===== config.mk =====
export PLATFORM = sky130hd
export DESIGN_NAME = tick_timer_bank_with_ramps_top
export DESIGN_NICKNAME = d
export VERILOG_FILES = /design/src/rtl/tbr_pkg.sv /design/src/rtl/tbr_ram.sv /design/src/rtl/tbr_step.sv /design/src/rtl/tbr_evbuf.sv /design/src/rtl/tick_timer_bank_with_ramps_top.sv
export VERILOG_INCLUDE_DIRS = /design/src /design/src/rtl
export SDC_FILE = /design/constraint.sdc
export NUM_CORES = 1
export LEC_CHECK = 0
export BUFFER_PORTS_ARGS = -buffer_cell sky130_fd_sc_hd__buf_2
export CELL_PAD_IN_SITES_DETAIL_PLACEMENT = 1
export CELL_PAD_IN_SITES_GLOBAL_PLACEMENT = 1
export CORE_MARGIN = 2
export CORE_UTILIZATION = 50
export CTS_CLUSTER_DIAMETER = 150
export DETAILED_ROUTE_END_ITERATION = 7
export GPL_TIMING_DRIVEN = 0
export PLACE_DENSITY_LB_ADDON = 0.12
export RECOVER_POWER = 25
export SLEW_MARGIN = 20
export SYNTH_ARGS = -nofsm -noshare
export SYNTH_HDL_FRONTEND = slang
export SYNTH_SLANG_ARGS = --single-unit

===== constraint.sdc =====
create_clock -name clk -period 17.4 [get_ports clk]
set_input_delay 0 -clock clk [delete_from_list [all_inputs] [get_ports clk]]
set_output_delay 0 -clock clk [all_outputs]
set_load 0.005 [all_outputs]

===== src/rtl/tick_timer_bank_with_ramps_top_assert.svh =====
// Assertion helpers for the tick timer bank.
`ifndef TICK_TIMER_BANK_WITH_RAMPS_TOP_ASSERT_SVH
`define TICK_TIMER_BANK_WITH_RAMPS_TOP_ASSERT_SVH

// Same-cycle implication, checked outside reset.
`define TBR_ASSERT_NOW(lbl, ante, cons, msg) \
  lbl: assert property (@(posedge clk) disable iff (rst) (ante) |-> (cons)) \
    else $error(msg);

// Next-cycle implication, checked outside reset.
`define TBR_ASSERT_NXT(lbl, ante, cons, msg) \
  lbl: assert property (@(posedge clk) disable iff (rst) (ante) |=> (cons)) \
    else $error(msg);

`endif


===== src/rtl/tbr_pkg.sv =====
package tbr_pkg;

  localparam int RAMP_CHANNELS = 4;
  localparam int TIMER_UNITS   = 11;

  localparam int UNIT_W  = 4;
  localparam int VAL_W   = 32;
  localparam int WORD_W  = 16;
  localparam int RAMP_AW = (RAMP_CHANNELS > 1) ? $clog2(RAMP_CHANNELS) : 1;
  localparam int TMR_AW  = $clog2(TIMER_UNITS);
  localparam int CFG_IW  = 1;

  localparam logic [UNIT_W:0] RAMP_N = (UNIT_W + 1)'(RAMP_CHANNELS);
  localparam logic [UNIT_W:0] TMR_N  = (UNIT_W + 1)'(TIMER_UNITS);
  localparam logic [UNIT_W-1:0] LAST_UNIT = UNIT_W'(TIMER_UNITS - 1);

  localparam logic [UNIT_W-1:0] RELOAD_UNIT_A = UNIT_W'(8);
  localparam logic [UNIT_W-1:0] RELOAD_UNIT_B = UNIT_W'(9);

  // request codes
  localparam logic [1:0] REQ_TICK  = 2'd0;
  localparam logic [1:0] REQ_START = 2'd1;
  localparam logic [1:0] REQ_LOAD  = 2'd2;

  // event codes
  localparam logic [1:0] EV_STEP   = 2'd0;
  localparam logic [1:0] EV_DONE   = 2'd1;
  localparam logic [1:0] EV_EXPIRE = 2'd2;

  // ramp channel status
  localparam logic [1:0] ST_IDLE = 2'd0;
  localparam logic [1:0] ST_RUN  = 2'd1;
  localparam logic [1:0] ST_STOP = 2'd2;

  // config register indexes
  localparam logic [CFG_IW-1:0] REG_RELOAD_A = 1'd0;
  localparam logic [CFG_IW-1:0] REG_RELOAD_B = 1'd1;

  typedef enum logic [1:0] {
    S_IDLE,
    S_SWEEP,
    S_FLUSH
  } state_t;

  typedef struct packed {
    logic [1:0]        req_type;
    logic [UNIT_W-1:0] unit;
    logic [31:0]       start_value;
    logic signed [31:0] step;
    logic [15:0]       limit;
    logic [15:0]       load_count;
  } in_t;

  typedef struct packed {
    logic [1:0]        event_kind;
    logic [UNIT_W-1:0] unit_index;
    logic [15:0]       dac_word;
    logic              last;
  } out_t;

  typedef struct packed {
    logic [1:0]        kind;
    logic [UNIT_W-1:0] unit;
    logic [WORD_W-1:0] dac;
  } ev_t;

  typedef struct packed {
    logic [1:0]        status;
    logic [WORD_W-1:0] limit;
    logic [VAL_W-1:0]  step;
    logic [VAL_W-1:0]  value;
  } ramp_ent_t;

  typedef struct packed {
    logic              ramp_we;
    ramp_ent_t         ramp_wdata;
    logic              tmr_we;
    logic [WORD_W-1:0] tmr_wdata;
    logic              ev_valid;
    ev_t               ev;
  } step_res_t;

  typedef struct packed {
    logic push;
    logic flush;
  } evb_ctl_t;

  typedef struct packed {
    logic room;
    logic flush_ok;
  } evb_st_t;

endpackage


===== src/rtl/tbr_ram.sv =====
module tbr_ram #(
  parameter int WIDTH = 16,
  parameter int DEPTH = 16,
  localparam int AW = (DEPTH > 1) ? $clog2(DEPTH) : 1
) (
  input  logic             clk,
  input  logic             we,
  input  logic [AW-1:0]    waddr,
  input  logic [WIDTH-1:0] wdata,
  input  logic             rd_en,
  input  logic [AW-1:0]    raddr,
  output logic [WIDTH-1:0] rdata
);

  logic [WIDTH-1:0] mem [DEPTH];

  always_ff @(posedge clk) begin
    if (we) begin
      mem[waddr] <= wdata;
    end
    if (rd_en) begin
      rdata <= mem[raddr];
    end
  end

endmodule


===== src/rtl/tbr_step.sv =====
module tbr_step import tbr_pkg::*; (
  input  logic [UNIT_W-1:0] unit,
  input  ramp_ent_t         ramp_ent,
  input  logic [WORD_W-1:0] count,
  input  logic [WORD_W-1:0] reload_a,
  input  logic [WORD_W-1:0] reload_b,
  output step_res_t         res
);

  logic              is_ramp;
  logic [WORD_W-1:0] ip;
  logic              reached;
  logic [VAL_W-1:0]  sum;
  logic [WORD_W-1:0] cnt_dec;

  always_comb begin
    is_ramp = {1'b0, unit} < RAMP_N;
    ip      = ramp_ent.value[VAL_W-1:WORD_W];
    reached = ramp_ent.step[VAL_W-1] ? (ip <= ramp_ent.limit) : (ip >= ramp_ent.limit);
    sum     = ramp_ent.value + ramp_ent.step;
    cnt_dec = count - WORD_W'(1);

    res          = '0;
    res.ev.unit  = unit;
    res.ramp_wdata = ramp_ent;

    if (is_ramp) begin
      if (ramp_ent.status == ST_RUN) begin
        res.ramp_we  = 1'b1;
        res.ev_valid = 1'b1;
        if (reached) begin
          // pin integer part to the limit, keep fraction
          res.ramp_wdata.value  = {ramp_ent.limit, ramp_ent.value[WORD_W-1:0]};
          res.ramp_wdata.status = ST_STOP;
          res.ev.kind = EV_DONE;
          res.ev.dac  = ramp_ent.limit;
        end else begin
          res.ramp_wdata.value = sum;
          res.ev.kind = EV_STEP;
          res.ev.dac  = sum[VAL_W-1:WORD_W];
        end
      end
    end else if (count != '0) begin
      res.tmr_we    = 1'b1;
      res.tmr_wdata = cnt_dec;
      if (cnt_dec == '0) begin
        res.ev_valid = 1'b1;
        res.ev.kind  = EV_EXPIRE;
        if (unit == RELOAD_UNIT_A) begin
          res.tmr_wdata = reload_a;
        end else if (unit == RELOAD_UNIT_B) begin
          res.tmr_wdata = reload_b;
        end
      end
    end
  end

endmodule


===== src/rtl/tbr_evbuf.sv =====
module tbr_evbuf import tbr_pkg::*; (
  input  logic     clk,
  input  logic     rst,
  input  evb_ctl_t ctl,
  input  ev_t      ev,
  output evb_st_t  st,
  output logic     out_valid,
  input  logic     out_stall,
  output out_t     out_data
);

  // one event held back until we know whether it ends the tick
  logic pend_valid;
  ev_t  pend;
  logic out_free;
  logic out_load;

  always_comb begin
    out_free    = !out_valid || !out_stall;
    st.room     = !pend_valid || out_free;
    st.flush_ok = !pend_valid || out_free;
    out_load    = pend_valid && out_free && (ctl.push || ctl.flush);
  end

  always_ff @(posedge clk) begin
    if (rst) begin
      pend_valid <= 1'b0;
      out_valid  <= 1'b0;
    end else begin
      if (out_load) begin
        out_valid <= 1'b1;
      end else if (!out_stall) begin
        out_valid <= 1'b0;
      end
      if (ctl.push && st.room) begin
        pend_valid <= 1'b1;
      end else if (ctl.flush && out_load) begin
        pend_valid <= 1'b0;
      end
    end
  end

  always_ff @(posedge clk) begin
    if (out_load) begin
      out_data.event_kind <= pend.kind;
      out_data.unit_index <= pend.unit;
      out_data.dac_word   <= pend.dac;
      out_data.last       <= ctl.flush;
    end
    if (ctl.push && st.room) begin
      pend <= ev;
    end
  end

endmodule


===== src/rtl/tick_timer_bank_with_ramps_top.sv =====
// Start and load beats: no events.
// Tick beat: sweeps TIMER_UNITS units one per cycle from a registered RAM read
// while the event buffer has room, then a flush state.
// Each event waits for the next one; the last is loaded at the flush edge.
// Output stall holds the sweep only with two waiting.
// Reset (rst, sync, active high) idles the FSM and clears valid bits and periods.
`include "tick_timer_bank_with_ramps_top_assert.svh"

module tick_timer_bank_with_ramps_top import tbr_pkg::*; (
  input  logic              clk,
  input  logic              rst,
  input  logic              in_valid,
  output logic              in_stall,
  input  in_t               in_data,
  output logic              out_valid,
  input  logic              out_stall,
  output out_t              out_data,
  input  logic              cfg_we,
  input  logic [CFG_IW-1:0] cfg_index,
  input  logic [WORD_W-1:0] cfg_data
);

  state_t state, state_next;
  logic [UNIT_W-1:0] ex_unit, ex_unit_next;

  // reload period registers
  logic [WORD_W-1:0] reload_a, reload_b;

  // memory ports
  logic               rd_en;
  logic [UNIT_W-1:0]  rd_unit;
  logic [RAMP_AW-1:0] ramp_raddr, ramp_waddr;
  logic [TMR_AW-1:0]  tmr_raddr, tmr_waddr;
  logic               ramp_we, tmr_we;
  ramp_ent_t          ramp_wdata, ramp_rdata, ramp_ent;
  logic [WORD_W-1:0]  tmr_wdata, tmr_rdata, tmr_cnt;

  // per-entry valid bits: an entry never written reads as zero / idle
  logic ramp_vld [RAMP_CHANNELS];
  logic tmr_vld  [TIMER_UNITS];
  logic ramp_vq, tmr_vq;

  step_res_t res;
  evb_ctl_t  evb_ctl;
  evb_st_t   evb_st;
  logic      in_acc;
  logic      start_ok, load_ok;

  assign in_acc   = in_valid && !in_stall;
  assign start_ok = {1'b0, in_data.unit} < RAMP_N;
  assign load_ok  = ({1'b0, in_data.unit} >= RAMP_N) && ({1'b0, in_data.unit} < TMR_N);

  assign ramp_raddr = ({1'b0, rd_unit} < RAMP_N) ? rd_unit[RAMP_AW-1:0] : '0;
  assign tmr_raddr  = rd_unit[TMR_AW-1:0];
  assign ramp_ent   = ramp_vq ? ramp_rdata : '0;
  assign tmr_cnt    = tmr_vq ? tmr_rdata : '0;

  tbr_ram #(.WIDTH($bits(ramp_ent_t)), .DEPTH(RAMP_CHANNELS)) u_ramp_ram (
    .clk   (clk),
    .we    (ramp_we),
    .waddr (ramp_waddr),
    .wdata (ramp_wdata),
    .rd_en (rd_en),
    .raddr (ramp_raddr),
    .rdata (ramp_rdata)
  );

  tbr_ram #(.WIDTH(WORD_W), .DEPTH(TIMER_UNITS)) u_tmr_ram (
    .clk   (clk),
    .we    (tmr_we),
    .waddr (tmr_waddr),
    .wdata (tmr_wdata),
    .rd_en (rd_en),
    .raddr (tmr_raddr),
    .rdata (tmr_rdata)
  );

  tbr_step u_step (
    .unit     (ex_unit),
    .ramp_ent (ramp_ent),
    .count    (tmr_cnt),
    .reload_a (reload_a),
    .reload_b (reload_b),
    .res      (res)
  );

  tbr_evbuf u_evbuf (
    .clk       (clk),
    .rst       (rst),
    .ctl       (evb_ctl),
    .ev        (res.ev),
    .st        (evb_st),
    .out_valid (out_valid),
    .out_stall (out_stall),
    .out_data  (out_data)
  );

  // Sequencer: read of unit u+1 is issued as unit u retires, so each sweep
  // cycle sees fresh data. Different units never collide, so no forwarding.
  always_comb begin
    state_next   = state;
    ex_unit_next = ex_unit;
    in_stall     = 1'b1;
    rd_en        = 1'b0;
    rd_unit      = ex_unit + UNIT_W'(1);
    evb_ctl      = '0;
    ramp_we      = 1'b0;
    ramp_waddr   = ex_unit[RAMP_AW-1:0];
    ramp_wdata   = res.ramp_wdata;
    tmr_we       = 1'b0;
    tmr_waddr    = ex_unit[TMR_AW-1:0];
    tmr_wdata    = res.tmr_wdata;

    unique case (state)
      S_IDLE: begin
        in_stall = 1'b0;
        if (in_valid) begin
          case (in_data.req_type)
            REQ_TICK: begin
              rd_en        = 1'b1;
              rd_unit      = '0;
              ex_unit_next = '0;
              state_next   = S_SWEEP;
            end
            REQ_START: begin
              ramp_we    = start_ok;
              ramp_waddr = in_data.unit[RAMP_AW-1:0];
              ramp_wdata.value  = in_data.start_value;
              ramp_wdata.step   = in_data.step;
              ramp_wdata.limit  = in_data.limit;
              ramp_wdata.status = ST_RUN;
            end
            REQ_LOAD: begin
              tmr_we    = load_ok;
              tmr_waddr = in_data.unit[TMR_AW-1:0];
              tmr_wdata = in_data.load_count;
            end
            default: begin
            end
          endcase
        end
      end
      S_SWEEP: begin
        // hold the unit while the event buffer is full
        if (!res.ev_valid || evb_st.room) begin
          evb_ctl.push = res.ev_valid;
          ramp_we      = res.ramp_we;
          tmr_we       = res.tmr_we;
          if (ex_unit == LAST_UNIT) begin
            state_next = S_FLUSH;
          end else begin
            rd_en        = 1'b1;
            ex_unit_next = ex_unit + UNIT_W'(1);
          end
        end
      end
      S_FLUSH: begin
        evb_ctl.flush = 1'b1;
        if (evb_st.flush_ok) begin
          state_next = S_IDLE;
        end
      end
      default: begin
        state_next = S_IDLE;
      end
    endcase
  end

  always_ff @(posedge clk) begin
    if (rst) begin
      state    <= S_IDLE;
      ex_unit  <= '0;
      reload_a <= '0;
      reload_b <= '0;
      for (int i = 0; i < RAMP_CHANNELS; i++) begin
        ramp_vld[i] <= 1'b0;
      end
      for (int i = 0; i < TIMER_UNITS; i++) begin
        tmr_vld[i] <= 1'b0;
      end
    end else begin
      state   <= state_next;
      ex_unit <= ex_unit_next;
      if (cfg_we) begin
        case (cfg_index)
          REG_RELOAD_A: reload_a <= cfg_data;
          REG_RELOAD_B: reload_b <= cfg_data;
          default: begin
          end
        endcase
      end
      if (ramp_we) begin
        ramp_vld[ramp_waddr] <= 1'b1;
      end
      if (tmr_we) begin
        tmr_vld[tmr_waddr] <= 1'b1;
      end
    end
  end

  // valid bits travel with the registered read data
  always_ff @(posedge clk) begin
    if (rd_en) begin
      ramp_vq <= ramp_vld[ramp_raddr];
      tmr_vq  <= tmr_vld[tmr_raddr];
    end
  end

  `TBR_ASSERT_NOW(a_push_room, evb_ctl.push, evb_st.room, "event pushed into full buffer")
  `TBR_ASSERT_NOW(a_unit_range, state == S_SWEEP, {1'b0, ex_unit} < TMR_N, "sweep unit out of range")
  `TBR_ASSERT_NXT(a_tick_sweep, in_acc && in_data.req_type == REQ_TICK, state == S_SWEEP && ex_unit == '0, "tick did not start sweep")
  `TBR_ASSERT_NOW(a_idle_nowr, state == S_IDLE && !in_acc, !ramp_we && !tmr_we, "memory write while idle")

endmodule

==> qor.csv, run 1 <==
metric,value,unit
Via Count,24234,
share of the synthesized area in the top cell type,0.6395,
main combinational cell family by area after synthesis,simple AND/OR/NAND/NOR gates,
post-route cell area,37490,um2
Max VDD drop,103.8,uV
CP Data Arrival Time,7.21,ns
Final Cycle Share,0.3970,
worst hold slack,0.04594,ns
Netlist Area Pre-Place,31370,um2
Post-DRT Antenna Nets,0,
P&R area growth vs syn,19.52,%
sequential area share after synthesis,0.6657,
fin cells,3933,
PortBufs,148,
"critical path fanouts, max",11,
RSZ-0062 raised after global routing,false,
xor/xnor cell area share of the yosys netlist,0.007818,
CP Launch Type,register,
"Slew Viols, Final",43,
Ports,149,
max-cap viol count,2,
skew final,0.02860,ns
CP max-delay cell,a2111oi_0,
die height,254.5,um
Post-Syn Instances,2599,
"flops & latches, synth",709,
hold buffers post-CTS,109,
Syn. warnings,0,
Via density,6.162,
"Top cell by count, worst path",clkbuf_1,
highest-count cells in the layout ignoring fill and taps,"edfxtp_1, nand2_1, clkbuf_1",
worst path cell trace,clkbuf_1 -> clkbuf_1 -> clkbuf_1 -> nand2_1 -> ha_1 -> a21oi_1 -> a21boi_0 -> or3_1 -> a2111oi_0 -> or2_2 -> clkbuf_1 -> clkbuf_1 -> a211oi_1 -> nor3_1 -> o21ai_0,
wire length per cell,27.52,um
core area,61830,um2
clock slew at reported path FFs,0.07,ns
post-layout minimum cycle time,6.907,ns
pre-CTS setup slack,10.80,ns
status,finished with violations,
fmax,144.8,MHz
relative slew slack,-0.08243,
"Avg Cell Area, Syn",12.07,um2
top post-synthesis cells by area,"edfxtp_1, nand2_1, a21oi_1, dfxtp_1, o21ai_0",
crit path buf inv count,5,
worst slew pin tran,1.624,ns
GP Congestion,0.9364,
Initial DRC Count,2381,
# Post-CTS Setup Buffers,0,
TritonCTS clock tree,done,
largest net degree at the start of global routing,37,
Die X,254.5,um
Synth Area in Simple Gates,0.1343,
initial antenna violation count,1,
Num CTS Buffers,75,
Area after DPL,34070,um2
Worst Path Required,17.70,ns
Final #Nets,3213,
Yosys cell types,75,
H-tree levels,3,
setup TNS,0,ns
ys flop type,edfxtp_1,
post-CTS sizing,0,
DRT Pass-1 Iters,5,
gr usage total,0.3354,
Placed Instances,3686,
fin util,0.6064,
CP max stage delay,0.79,ns
layout cells sized above 1,0.09635,
"commonest non-fill, non-tap cell in the layout",edfxtp_1,
Post-Route WL,108200,um
"Hold Vio Cnt, Final",0,
"Worst Path Class, Setup",register to register,
FP Rows,91,
first-pass GRT wire length,157900,um
"Async S/R FF share, synth",0,
Total Power,4.172,mW
HP Class,input port to register,
die area,64750,um2
count of final setup violators,0,
Post-route DRC,0,
clock tree buffer depth,3,
dpl hpwl,75510,um
clk root buf,clkbuf_16,
Setup WS post-layout,10.49,ns
post-synthesis adder-cell area fraction,0.02178,
grt ovf,0,
initial core utilization,0.5073,
Lkg Pwr,13.42,nW
failing checks,"capacitance limit, slew limit",
Post-synth EDFFs,668,
Compound-Gate Fraction of Synth Area,0.1230,
mux cell area share after synthesis,0.02170,
clk sink count,709,
vias in the first global route,24757,
kind of cell adding the most delay to the critical path,buffers and inverters,
Synth area leader,edfxtp_1,
insertion delay to the later sink of the worst-skew pair,0.63,ns
Worst setup EP type,register,
Power Dens Cells,111.3,nW/um2
==> Yosys cell counts, drive strengths merged (4+ instances only) <==
| cell type | count |
|---|---|
| edfxtp | 668 |
| nand2 | 451 |
| a21oi | 166 |
| clkbuf | 151 |
| nor2 | 146 |
| o21ai | 142 |
| and2 | 97 |
| nand3 | 87 |
| a31oi | 84 |
| ha | 53 |
| dfxtp | 41 |
| inv | 41 |
| a211oi | 35 |
| nor3 | 34 |
| o221ai | 33 |
| mux2 | 32 |
| mux2i | 32 |
| or3 | 22 |
| a221oi | 18 |
| buf | 16 |
| nor4 | 15 |
| o31ai | 15 |
| a21o | 14 |
| xnor2 | 14 |
| xor2 | 14 |
| and3 | 13 |
| o22ai | 13 |
| nand2b | 12 |
| nand4 | 11 |
| a22o | 10 |
| nor2b | 9 |
| o211ai | 9 |
| o21a | 9 |
| a22oi | 7 |
| or4 | 7 |
| o211a | 6 |
| a32o | 5 |
| and4 | 5 |
| or2 | 5 |
| a311oi | 4 |
| nor4b | 4 |
| o2111ai | 4 |
| o21bai | 4 |
| o31a | 4 |
| o41ai | 4 |
==> metal layers <==
layer	vias to the layer above	track usage	wire length, um
met5	-	0	0
met1	12313	0.4735	44540
met3	181	0.05787	10260
met2	1201	0.5275	50070
met4	0	0.1165	3361
li1	10539	-	-
==> report_power, final <==
| group | leakage [nW] | switching (mW) | internal (mW) |
|---|---|---|---|
| Sequential | 6.57 | 0.0247 | 1.95 |
| Clock | 1.19 | 0.683 | 0.923 |
| Combinational | 5.66 | 0.418 | 0.179 |
| Total | 13.4 | 1.13 | 3.05 |
==> sequential cells by signal, summed over array words and instances (netlist names), 16 cells and up <==
name              count
reload_a             16
u_tmr_ram.mem       176
u_ramp_ram.mem      328
u_evbuf.pend         22
tmr_vld              16
u_tmr_ram.rdata      16
u_evbuf.out_data     23
reload_b             16
u_ramp_ram.rdata     82
==> worst paths after layout <==
path	startpoint	end	slack, ns	cells past startpoint
setup / recovery	ramp_vq	u_ramp_ram.mem[1][29]	10.49	15
hold / removal	in_data[2]	u_tmr_ram.mem[3][2]	0.05	2
setup reg to reg	ramp_vq	u_ramp_ram.mem[1][29]	10.49	15
hold reg to reg	u_evbuf.pend[17]	u_evbuf.out_data[18]	0.42	0
==> worst register-to-register path, delay by kind of cell (launching register included) <==
family	cells	cell delay (ns)
buf+inv	5	2.85
simple gates	4	1.44
compound gates	5	1.54
flops	1	0.36
fa+ha+maj	1	0.39
==> area by class of cell <==
cell class	count	area [um2]
Clock buffer	87	1943
Antenna cell	3	7.507
Clock inverter	48	467.9
Sequential cell	709	20880
Fill cell	6292	24340
Timing Repair Buffer	292	2317
Buffer	167	644.4
Inverter	42	157.7
Multi-Input combinational cell	1748	10020
Tap cell	837	1047
==> logic make-up (layout without fill, tap and decap cells) <==
group	after synthesis	in the layout
other	1	71
DFF	709	709
AOI/OAI and AO/OA	609	609
muxes	64	64
xor gates and xnor gates	28	28
and+or+nand+nor	925	925
adders and majority gates	54	54
buffers and inverters	209	636
Note: power is estimated with default switching activity, not from simulation.
==> run 2, diff against run 1 <==
--- a/config.mk
+++ b/config.mk
@@ -10,7 +10,7 @@
 export CELL_PAD_IN_SITES_DETAIL_PLACEMENT = 1
 export CELL_PAD_IN_SITES_GLOBAL_PLACEMENT = 1
 export CORE_MARGIN = 2
-export CORE_UTILIZATION = 50
+export CORE_UTILIZATION = 46
 export CTS_CLUSTER_DIAMETER = 150
 export DETAILED_ROUTE_END_ITERATION = 7
 export GPL_TIMING_DRIVEN = 0
==> constraint.sdc (replaced) <==
create_clock -name clk -period 5.55 [get_ports clk]
set_input_delay 0 -clock clk [delete_from_list [all_inputs] [get_ports clk]]
set_output_delay 0 -clock clk [all_outputs]
set_load 0.005 [all_outputs]
==> run 2 against run 1 <==
Net effect:
- the run still ends with capacitance limit, slew limit left
- sequential power grew to 3.1 times the previous value
- maximum frequency is 28% higher
- combinational power grew to 3.1 times the previous value
- final area is 0.65% higher
- final cell count is 0.97% higher
==> qor.csv, run 2 (synthesized netlist as in run 1, its figures left out) <==
metric,value,unit,change
status,finished with violations,,
failing checks,"capacitance limit, slew limit",,
clk root buf,clkbuf_16,,
P&R area growth vs syn,20.30,%,
core area,67400,um2,+9.0%
fin cells,3971,,+0.97%
Largest register FFs,328,,unchanged
layout cells sized above 1,0.1056,,+0.009239
dpl hpwl,77220,um,+2.3%
first-pass GRT wire length,159700,um,+1.1%
skew final,0.01909,ns,-0.009511 ns
Logic pwr share,0.141,,-0.002
# Post-CTS Setup Buffers,0,,unchanged
"commonest non-fill, non-tap cell in the layout",edfxtp_1,,
worst reg-to-reg setup slack,0.15,ns,-10.34 ns
Lkg Pwr,13.56,nW,+1.1%
worst hold slack,0.04872,ns,+0.002788 ns
Reg with most FFs,u_ramp_ram.mem,,
post-layout minimum cycle time,5.398,ns,-1.509 ns
PortBufs,148,,unchanged
Post-Route WL,108300,um,+0.11%
Final #Nets,3213,,unchanged
fin util,0.5599,,-0.04648
die area,70290,um2,+8.6%
max-cap viol count,2,,unchanged
Clk network pwr share,0.391,,+0.006
Post-route DRC,0,,unchanged
Via Count,24013,,-0.91%
CP Launch Type,register,,
clock tree buffer depth,3,,unchanged
count of final setup violators,0,,unchanged
"critical path fanouts, max",10,,-1
H-tree levels,3,,unchanged
RSZ-0062 raised after global routing,false,,
wire length per cell,27.28,um,-0.85%
Power Dens Cells,350.5,nW/um2,+210%
vias in the first global route,24819,,+0.25%
Placed Instances,3721,,+0.95%
Cell Int Power,9.660,mW,+220%
highest-count cells in the layout ignoring fill and taps,"edfxtp_1, nand2_1, clkbuf_1",,
"Worst Path Class, Setup",register to register,,
gr usage total,0.3069,,-0.02844
initial core utilization,0.4654,,-0.04193
fmax,185.2,MHz,+28%
insertion delay to the later sink of the worst-skew pair,0.63,ns,about the same
grt ovf,0,,unchanged
Die X,265.1,um,+4.2%
Area after DPL,34120,um2,+0.15%
"Slew Viols, Final",36,,-16%
biggest regs,"u_ramp_ram.mem x328, u_tmr_ram.mem x176, u_ramp_ram.rdata x82",,
Initial DRC Count,2512,,+5.5%
Max VDD drop,265.1,uV,+160%
Reg power frac,0.467,,-0.005
die height,265.1,um,+4.2%
CP Data Arrival Time,5.69,ns,-1.52 ns
GP Congestion,0.9084,,-3.0%
P_sw,3.565,mW,+220%
post-route cell area,37730,um2,+0.65%
FP Rows,95,,+4.4%
worst slew pin tran,1.604,ns,-0.01952 ns
TritonCTS clock tree,done,,
Via density,6.047,,-1.9%
largest net degree at the start of global routing,67,,+81%
clk sink count,709,,unchanged
Net Sw Frac,0.2696,,about the same
clock slew at reported path FFs,0.06,ns,about the same
Post-DRT Antenna Nets,0,,unchanged
Num CTS Buffers,76,,+1.3%
Final Cycle Share,0.9727,,+0.5757
relative slew slack,-0.07337,,+0.009065
Ports,149,,unchanged
Worst Path Required,5.84,ns,-11.86 ns
"Hold Vio Cnt, Final",0,,unchanged
Worst setup EP type,register,,
HP Class,input port to register,,
DRT Pass-1 Iters,5,,unchanged
initial antenna violation count,4,,+3
[run 2: cell count changes in the layout (fill, tap and decap cells not counted), moves of 3 or more]
cell / before / now
clkbuf_2: 0 / 6
and2_0: 27 / 0
clkinvlp_4: 1 / 4
and2_1: 70 / 97
clkbuf_16: 76 / 80
clkbuf_1: 193 / 175
buf_2: 126 / 134
[run 2: final timing paths]
kind                                end  depth (start not counted)            start
setup reg to reg  u_ramp_ram.mem[2][25]                         12          ramp_vq
hold reg to reg     u_evbuf.out_data[6]                          0  u_evbuf.pend[5]
setup / recovery  u_ramp_ram.mem[2][25]                         12          ramp_vq
hold / removal              ramp_vld[1]                          5      in_data[96]
[run 2: power groups by stage]
stage	registers, mW	logic [mW]	clock network [mW]
floorplan	6.25	1.05	0
global placement	6.29	1.67	0
detailed placement	6.28	1.76	0
CTS	6.17	1.84	5.21
global route	6.19	2.01	5.42
finish	6.18	1.87	5.17
[run 2: cell type report]
class / count / area (um2)
Antenna cell: 1 / 2.502
Buffer: 164 / 640.6
Clock buffer: 93 / 2071
Multi-Input combinational cell: 1749 / 10090
Clock inverter: 47 / 440.4
Inverter: 42 / 157.7
Tap cell: 873 / 1092
Sequential cell: 709 / 20880
Timing Repair Buffer: 293 / 2362
Fill cell: 6945 / 29660
[run 2: stage by stage]
step	power (mW)	worst slack [ns]	setup TNS [ns]
3_3_place_gp	7.961	-4.370	-1644.41
2_1_floorplan	7.303	0.09689	0
3_5_place_dp	8.040	-1.011	-71.03
6_report	13.22	0.1516	0
5_1_grt	13.62	0.06626	0
4_1_cts	13.22	0.08367	0
[run 2: worst max-delay path, stage by stage (launching register included)]
cell	delay (ns)
edfxtp_1	0.62
clkbuf_2	0.40
clkbuf_1	0.60
and2_1	0.53
ha_1	0.37
nand3_1	0.12
o211ai_1	0.17
a31o_2	0.34
a221o_1	0.46
a211oi_1	0.47
xnor2_1	0.12
mux2i_1	0.53
o21ai_0	0.33
[run 2: per-layer routing]
| metal | GRT usage | vias up | routed length [um] |
|---|---|---|---|
| li1 | - | 10534 | - |
| met1 | 0.4348 | 12306 | 47190 |
| met2 | 0.4871 | 948 | 50030 |
| met3 | 0.05555 | 221 | 7969 |
| met4 | 0.08734 | 4 | 3136 |
| met5 | 0 | - | 26 |
[run 2: repair_timing]
action,CTS,global route
endpoints found under the setup margin,151,155
hold buffers,109,2
pin swaps,0,1
resized for setup,12,6
cloned,0,1
endpoints found under the hold margin,383,22
